**config.mk**
```make
export PLATFORM = sky130hd
export DESIGN_NAME = lpht_ctrl
export DESIGN_NICKNAME = d
export VERILOG_FILES = /design/src/design/lpht_pkg.sv /design/src/design/lpht_ctrl.sv
export SDC_FILE = /design/constraint.sdc
export NUM_CORES = 1
export LEC_CHECK = 0
export BUFFER_PORTS_ARGS = -buffer_cell sky130_fd_sc_hd__buf_2
export CORE_AREA = 2 2 39 41
export CTS_CLUSTER_DIAMETER = 50
export DETAILED_ROUTE_END_ITERATION = 8
export DIE_AREA = 0 0 41 43
export GPL_TIMING_DRIVEN = 1
export PLACE_DENSITY = 0.66
export SYNTH_ARGS = -nofsm -noshare
export SYNTH_HDL_FRONTEND = slang
export SYNTH_SLANG_ARGS = --single-unit
```
**constraint.sdc**
```tcl
create_clock -name clk -period 1.07 [get_ports clk]
set_input_delay 0.214 -clock clk [delete_from_list [all_inputs] [get_ports clk]]
set_output_delay 0.214 -clock clk [all_outputs]
set_load 0.01 [all_outputs]
```
**src/design/lpht_pkg.sv**
```systemverilog
// ----------------------------------------------------------------------------
// lpht_pkg
// Shared constants, codes and controller/datapath interface types for the
// linear probing hash table.
// ----------------------------------------------------------------------------
package lpht_pkg;

  // TABLE_SLOTS is a power of two
  localparam int TABLE_SLOTS   = 1024;
  localparam int SLOT_BITS     = $clog2(TABLE_SLOTS);
  localparam int KEY_BITS      = 32;
  localparam int VALUE_BITS    = 32;
  localparam int ENTRY_BITS    = KEY_BITS + VALUE_BITS;
  localparam int HASH_BITS     = 32;
  localparam int MOD_BITS      = 11;
  localparam int OCC_BITS      = 11;
  localparam int INDEX_BITS    = 10;
  localparam int STATUS_BITS   = 2;
  localparam int OP_BITS       = 2;
  localparam int MARK_BITS     = 2;
  localparam int APB_ADDR_BITS = 3;
  localparam int APB_DATA_BITS = 32;

  // remainder unit retires two dividend bits per step
  localparam int DIV_STEPS     = HASH_BITS / 2;
  localparam int DIV_CNT_BITS  = $clog2(DIV_STEPS);

  // insert of an absent key is refused once 4*occupied >= 3*TABLE_SLOTS
  localparam int FULL_LEVEL    = (3 * TABLE_SLOTS + 3) / 4;

  localparam logic [MOD_BITS-1:0] MOD_RESET = MOD_BITS'(1021);

  // register index, taken from paddr[2]
  localparam logic REG_HASH_MODULUS = 1'b0;

  typedef enum logic [OP_BITS-1:0] {
    OP_INSERT = 2'd0,
    OP_LOOKUP = 2'd1,
    OP_DELETE = 2'd2
  } op_t;

  typedef enum logic [MARK_BITS-1:0] {
    MARK_EMPTY = 2'd0,
    MARK_USED  = 2'd1,
    MARK_TOMB  = 2'd2
  } mark_t;

  typedef enum logic [STATUS_BITS-1:0] {
    ST_NEW  = 2'd0,
    ST_OK   = 2'd1,
    ST_MISS = 2'd2,
    ST_FULL = 2'd3
  } status_t;

  typedef enum logic [2:0] {
    CM_NONE   = 3'd0,
    CM_UPDATE = 3'd1,
    CM_NEW    = 3'd2,
    CM_TOMB   = 3'd3,
    CM_FOUND  = 3'd4,
    CM_MISS   = 3'd5,
    CM_FULL   = 3'd6
  } commit_t;

  typedef enum logic [2:0] {
    S_CLEAR  = 3'd0,
    S_IDLE   = 3'd1,
    S_DIVIDE = 3'd2,
    S_HOME   = 3'd3,
    S_READ   = 3'd4,
    S_CHECK  = 3'd5,
    S_FINAL  = 3'd6
  } state_t;

  typedef struct packed {
    logic    load;
    logic    div_step;
    logic    probe_init;
    logic    probe_next;
    logic    take_free;
    logic    clear_step;
    commit_t commit;
  } cmd_t;

  typedef struct packed {
    logic                 clear_last;
    logic                 div_last;
    logic [OP_BITS-1:0]   op;
    logic [MARK_BITS-1:0] mark;
    logic                 key_match;
    logic                 probe_last;
    logic                 have_free;
    logic                 full;
  } stat_t;

endpackage

```
**src/design/lpht_ctrl.sv**
```systemverilog
// ----------------------------------------------------------------------------
// lpht_ctrl
// Request sequencer: table clear, hash reduction, probe walk and commit.
// ----------------------------------------------------------------------------
module lpht_ctrl
  import lpht_pkg::*;
(
  input  logic  clk,
  input  logic  rst,
  input  logic  start,
  input  stat_t stat,
  output cmd_t  cmd,
  output logic  busy
);

  state_t state, state_next;
  logic   op_known;
  logic   is_insert;
  logic   is_lookup;
  logic   hit;

  assign op_known  = (stat.op == OP_INSERT) || (stat.op == OP_LOOKUP) ||
                     (stat.op == OP_DELETE);
  assign is_insert = (stat.op == OP_INSERT);
  assign is_lookup = (stat.op == OP_LOOKUP);
  assign hit       = (stat.mark == MARK_USED) && stat.key_match;

  always_ff @(posedge clk) begin
    if (rst) begin
      state <= S_CLEAR;
    end else begin
      state <= state_next;
    end
  end

  always_comb begin
    state_next = state;
    unique case (state)
      S_CLEAR:  if (stat.clear_last) state_next = S_IDLE;
      S_IDLE:   if (start) state_next = S_DIVIDE;
      S_DIVIDE: if (stat.div_last) state_next = S_HOME;
      S_HOME:   state_next = op_known ? S_READ : S_IDLE;
      S_READ:   state_next = S_CHECK;
      S_CHECK: begin
        if (is_insert) begin
          if (stat.mark == MARK_EMPTY) begin
            state_next = S_FINAL;
          end else if (hit) begin
            state_next = S_IDLE;
          end else begin
            state_next = stat.probe_last ? S_FINAL : S_READ;
          end
        end else begin
          if (stat.mark == MARK_EMPTY || hit || stat.probe_last) begin
            state_next = S_IDLE;
          end else begin
            state_next = S_READ;
          end
        end
      end
      S_FINAL:  state_next = S_IDLE;
      default:  state_next = S_IDLE;
    endcase
  end

  always_comb begin
    cmd        = '0;
    cmd.commit = CM_NONE;
    busy       = (state != S_IDLE);
    unique case (state)
      S_CLEAR:  cmd.clear_step = 1'b1;
      S_IDLE:   cmd.load = start;
      S_DIVIDE: cmd.div_step = 1'b1;
      S_HOME: begin
        if (op_known) begin
          cmd.probe_init = 1'b1;
        end else begin
          cmd.commit = CM_MISS;
        end
      end
      S_READ: ;
      S_CHECK: begin
        if (is_insert) begin
          if (stat.mark == MARK_EMPTY) begin
            cmd.take_free = 1'b1;
          end else if (stat.mark == MARK_TOMB) begin
            cmd.take_free  = 1'b1;
            cmd.probe_next = !stat.probe_last;
          end else if (hit) begin
            cmd.commit = CM_UPDATE;
          end else begin
            cmd.probe_next = !stat.probe_last;
          end
        end else begin
          if (stat.mark == MARK_EMPTY) begin
            cmd.commit = CM_MISS;
          end else if (hit) begin
            cmd.commit = is_lookup ? CM_FOUND : CM_TOMB;
          end else if (stat.probe_last) begin
            cmd.commit = CM_MISS;
          end else begin
            cmd.probe_next = 1'b1;
          end
        end
      end
      S_FINAL:  cmd.commit = (stat.full || !stat.have_free) ? CM_FULL : CM_NEW;
      default: ;
    endcase
  end

endmodule

```
==> results of run 1 <==
==> repair_timing <==
action	CTS	global route
resized for setup	18	6
endpoints found under the hold margin	0	0
endpoints found under the setup margin	13	13
buffers inserted	3	2
pin swaps	6	3
==> cells in the final DEF, fill, tap and decap left out, types with 3 or more instances in the layout <==
cell | Yosys | final
nor2_2 | 0 | 3
clkbuf_4 | 0 | 3
nor2b_1 | 6 | 5
buf_6 | 1 | 6
buf_2 | 1 | 20
buf_4 | 2 | 16
a21o_1 | 3 | 3
nor2_1 | 9 | 6
nand2_1 | 3 | 3
==> worst max-delay path, cell delays in order, from the launching register on <==
cell and delay, ns:
dfxtp_2 0.33, and2b_2 0.26, nand3_4 0.09, o311ai_4 0.20, buf_2 0.16
==> where the power goes <==
| group | switching (mW) | total (mW) | internal (mW) | leakage, nW |
|---|---|---|---|---|
| Sequential | 0.00587 | 0.122 | 0.117 | 0.0260 |
| Clock | 0.0534 | 0.193 | 0.139 | 0.0150 |
| Combinational | 0.126 | 0.279 | 0.153 | 0.363 |
==> per-stage QoR <==
step / std cells / instance area (sq um) / total power [mW] / hold slack, ns
after floorplan: 63 / 493.0 / 0.2360 / 0.2868
after global placement: 113 / 705.7 / 0.3320 / 0.4223
after detailed placement: 113 / 705.7 / 0.3358 / 0.4272
after CTS: 120 / 820.8 / 0.5903 / 0.1744
after global routing: 121 / 849.6 / 0.6341 / 0.1818
final: 121 / 849.6 / 0.5944 / 0.1819
==> path summary, 6_finish.rpt <==
kind / endpoint / slack [ns] / from
setup / recovery: cmd[2] / -0.41 / state[1]
hold / removal: state[0] / 0.18 / rst
setup reg to reg: state[1] / -0.25 / state[1]
hold reg to reg: state[1] / 0.69 / state[2]
==> logic make-up after synthesis <==
logic type,after synthesis,share of synthesized area [%]
flops,3,13.22
simple gates,36,46.01
compound gates,18,32.23
buf+inv,6,8.538
==> layout make-up <==
type	count	area [sq um]	area share, %
multi-input combinational	54	441.7	51.99
inverter	2	7.507	0.8837
sequential	3	66.31	7.806
clock buffer	4	26.28	3.093
timing repair buffer	42	287.8	33.87
tap	16	20.02	2.356
==> layer usage <==
| layer | up-vias | share of wire [%] | GRT usage, % |
|---|---|---|---|
| li1 | 318 | - | - |
| met1 | 278 | 42 | 21.73 |
| met2 | 15 | 54 | 32.81 |
| met3 | 0 | 3.0 | 1.571 |
| met4 | 0 | 0 | 6.000 |
| met5 | - | 0 | 0 |
==> impl_metrics.csv, run 1 <==
group,metric,value,unit
run_status,status,"finished, violations left",
run_status,violations,"setup timing",
place,dp_slack,-0.3184,ns
cts,h-tree-depth,1,
logic_synthesis,netlist_area,454.2,sq um
worst_setup_path,path_class,"flip-flop to output pin",
timing,worst_pin_slew,0.3160,ns
place,dp_hpwl,1037,um
layout,diodes,0,
logic_synthesis,avgSynthCellArea,7.209,sq um
pwr,peakVddDrop,547.6,uV
logic_synthesis,synth_ff_type,"dfxtp_1",
floorplanning,core_area,1384,sq um
drt,antenna_left,0,
global_routing,grt_pass1_vias,580,
timing,finalSetupTns,-3.744,ns
floorplanning,row_count,14,
timing,fin_crit,1.480,ns
layout,drive_above_1_share,62.86,%
cts,clkTransAtPathRegs,0.03,ns
cts,clk_path_buf_depth,2,
drt,drt_iter0_drc,3,
place,io_buffers,22,
layout,nNetsFinal,119,
cts,clkSinkCount,3,
logic_synthesis,async_reset_ff_share,0,%
worst_setup_path,reg2reg_depth,6,
layout,nFillCells,113,
logic_synthesis,synthTopCellsByCount,"9 x nor2_1, 6 x nor2b_1",
worst_setup_path,critical_path.endpoint_type,"output pin",
logic_synthesis,postSynthCellCount,63,
floorplanning,die_y,43,um
min_path,min_path_type,"input port to flip-flop",
global_routing,grt_pass1_wl,2304,um
timing,maxSlewViolCount,0,
timing,fin_crit_sh,138.3,%
timing,fin_ws,-0.4102,ns
cts,worstSkewPairLatency,0.23,ns
drt,routed_via_density,5.050,
logic_synthesis,synth.area.top_cells,"dfxtp_1 13%, nor2b_1 8.3%, nor2_1 7.4%, a2111oi_4 6.1%, a211oi_1 5.0%",
cts,holdBufCountCts,0,
global_routing,track_usage,18.54,%
logic_synthesis,ys_seq_area_share,13.22,%
worst_setup_path,crit_fanout,5,
cts,numCtsBuffers,3,
global_routing,grt_remaining_overflow,0,
logic_synthesis,yosys_warnings,0,
floorplanning,die_area,1763,sq um
layout,top_regs,"state (3)",
min_path,min_path_cells,2,
logic_synthesis,synth_top_area_share,13.22,%
drt,vias,611,
worst_setup_path,startpoint_type,"flip-flop",
timing,slew_headroom,78.89,%
layout,largest-register,"state",
global_routing,grt_max_degree,10,
worst_setup_path,cp.arrival,1.27,ns
drt,dr.pass1.iters,3,
worst_setup_path,worstPathRequired,0.86,ns
place,gp_congestion,0.8082,
drt,drc_errors,0,
logic_synthesis,synth_seq_cells,3,
pwr,power_density,699.7,nW/um^2
timing,hold_viol,0,
cts,cts_tree,"yes",
logic_synthesis,synth_enable_flop_cells,0,
logic_synthesis,synth.distinct_cells,31,
floorplanning,die_x,41,um
global_routing,antenna_found_initial,0,
layout,area_delta_synth_final,87.05,%
drt,routedWlPerCell,12.47,um
logic_synthesis,synth_largest_area_cell,"dfxtp_1",
floorplanning,start_util,32.82,%
pwr,p_leak,0.4038,nW
drt,drt_wl_total,1509,um
layout,largest_reg_flops,3,
logic_synthesis,yosys.cell_count.top_type,"nor2_1",
timing,setup_violations,13,
timing,rsz0062_at_grt,"true",
timing,finClkSkew,0.0004250,ns
timing,timing.fmax,675.6,MHz
floorplanning,io_pins,23,
layout,fin_util,61.39,%
cts,cts_root_buffer,"clkbuf_4",
flow_run,drv_cap,0,
logic_synthesis,synthesis.nets,76,
Note: power is estimated with default switching activity, not from simulation.
==> run 2: changes to the inputs <==
--- a/config.mk
+++ b/config.mk
@@ -11,7 +11,8 @@
 export DETAILED_ROUTE_END_ITERATION = 8
 export DIE_AREA = 0 0 41 43
 export GPL_TIMING_DRIVEN = 1
-export PLACE_DENSITY = 0.66
+export PLACE_DENSITY = 0.64
+export REMOVE_ABC_BUFFERS = 1
 export SYNTH_ARGS = -nofsm -noshare
 export SYNTH_HDL_FRONTEND = slang
 export SYNTH_SLANG_ARGS = --single-unit
==> constraint.sdc (replaced) <==
create_clock -name clk -period 1.68 [get_ports clk]
set_input_delay 0.336 -clock clk [delete_from_list [all_inputs] [get_ports clk]]
set_output_delay 0.336 -clock clk [all_outputs]
set_load 0.01 [all_outputs]
==> run 2 against run 1 <==
Against the previous run: the run still ends with setup timing left; via count is 5.2% lower; clock-buffer cell count stayed put; critical path type unchanged; clock power decreased by 36%; largest cell class unchanged; cell area shrank 19%; clock skew up 0.0016 ns; power shrank 45%.
==> impl_metrics.csv, run 2 (synthesis gave the netlist of run 1 again) <==
group,metric,value,unit
worst_setup_path,crit_fanout,5,
layout,fin_area,690.7,sq um
timing,setup_violations,1,
layout,area_delta_synth_final,52.07,%
timing,fin_crit,1.683,ns
place,dp.cells,103,
floorplanning,start_util,32.82,%
timing,rsz0062_at_grt,"true",
drt,routed_via_density,5.216,
place,placed_area,598.1,sq um
drt,vias,579,
timing,fin_ws,-0.002776,ns
floorplanning,die_area,1763,sq um
global_routing,track_usage,15.75,%
timing,worst_pin_slew,0.3716,ns
min_path,min_path_type,"input port to flip-flop",
global_routing,grt_pass1_wl,1973,um
drt,drc_errors,0,
pwr,power_density,471.3,nW/um^2
floorplanning,core_area,1384,sq um
drt,drt_wl_total,1357,um
layout,register_area,61.31,sq um
global_routing,grt_remaining_overflow,0,
worst_setup_path,path_class,"flip-flop to output pin",
pwr,fin_total_pwr,0.3255,mW
pwr,peakVddDrop,302.7,uV
drt,antenna_left,0,
cts,clkTransAtPathRegs,0.04,ns
floorplanning,row_count,14,
drt,drt_iter0_drc,24,
floorplanning,die_x,41,um
pwr,p_leak,0.3385,nW
timing,fin_crit_sh,100.2,%
cts,cts_tree,"yes",
drt,dr.pass1.iters,4,
layout,top_regs,"state (3)",
layout,drive_above_1_share,46.32,%
worst_setup_path,worstPathRequired,1.34,ns
layout,final_common_cell,"buf_2",
worst_setup_path,cp.arrival,1.35,ns
timing,timing.fmax,594.3,MHz
layout,largest-register,"state",
place,dp_hpwl,903.4,um
layout,nNetsFinal,109,
worst_setup_path,startpoint_type,"flip-flop",
cts,clk_path_buf_depth,2,
cts,worstSkewPairLatency,0.23,ns
layout,diodes,0,
flow_run,drv_cap,0,
place,gp_congestion,0.7896,
global_routing,antenna_found_initial,0,
drt,routedWlPerCell,12.23,um
place,io_buffers,22,
timing,slew_headroom,74.58,%
floorplanning,die_y,43,um
timing,finClkSkew,0.001996,ns
global_routing,grt_max_degree,13,
floorplanning,io_pins,23,
layout,final_cell_mix,"22 x buf_2, 9 x nor2_1, 9 x buf_4",
run_status,status,"finished, violations left",
cts,clkSinkCount,3,
timing,hold_viol,0,
cts,numCtsBuffers,3,
cts,cts_root_buffer,"clkbuf_4",
place,dp_slack,0.04435,ns
layout,multiInputGateArea,386.6,sq um
layout,largest_reg_flops,3,
worst_setup_path,critical_path.endpoint_type,"output pin",
run_status,violations,"setup timing",
layout,nFillCells,149,
layout,stdcell_count,111,
global_routing,grt_pass1_vias,519,
timing,maxSlewViolCount,0,
cts,h-tree-depth,1,
-- run 2: changes by cell type in the layout (fill, tap and decap cells not counted), moves of 2 or more --
cell,delta
buf_6,-5
buf_2,+2
nor2_1,+3
buf_4,-7
dfxtp_1,+2
nor2_2,-3
-- run 2: layer usage --
layer / wire (um) / GRT usage, % / vias up
met1: 540 / 20.19 / 254
met2: 692 / 25.62 / 25
li1: - / - / 294
met5: 0 / 0 / -
met4: 37 / 6.000 / 0
met3: 87 / 1.571 / 6
-- run 2: power breakdown --
group          switching [mW]  total (mW)  internal (mW)  leakage, nW
combinational          0.0652       0.126         0.0609        0.299
sequential            0.00165      0.0768         0.0752       0.0250
clock                  0.0338       0.123         0.0888       0.0150
-- run 2: path summary, 6_finish.rpt --
kind	slack, ns	depth (start not counted)	from	to
worst max-delay path	-0.003	4	state[1]	cmd[2]
worst max register to register	0.36	5	state[0]	state[0]
worst min-delay path	0.33	2	rst	state[0]
worst min register to register	0.76	3	state[2]	state[0]
-- run 2: metrics by stage --
step                      setup TNS, ns  hold WS, ns  util (%)
final                         -0.002776       0.3261     49.91
after global routing           -0.04098       0.3299     49.91
after CTS                             0       0.3071     45.21
after detailed placement              0       0.5474     43.22
after global placement                0       0.5526     43.22
after floorplan                       0       0.4088         -
-- run 2: area by class of cell --
cell class                 instances  area share [%]
clock buffer                       4           3.804
inverter                           2           1.087
sequential                         3           8.877
multi-input combinational         54           55.98
timing repair buffer              32           27.36
tap                               16           2.899
-- run 2: timing repair --
item / in CTS / in global routing
hold buffers: 0 / 0
pin swaps: 1 / 0
hold endpoints to repair: 0 / 0
endpoints found under the setup margin: 1 / 3
gates resized for setup: 1 / 9
buffers inserted: 0 / 4
-- run 2: worst max-delay path, cell delays in order (launching register included) --
cell and delay, ns:
dfxtp_2 0.31, and2b_2 0.27, nand3_2 0.11, o311ai_2 0.25, buf_2 0.18
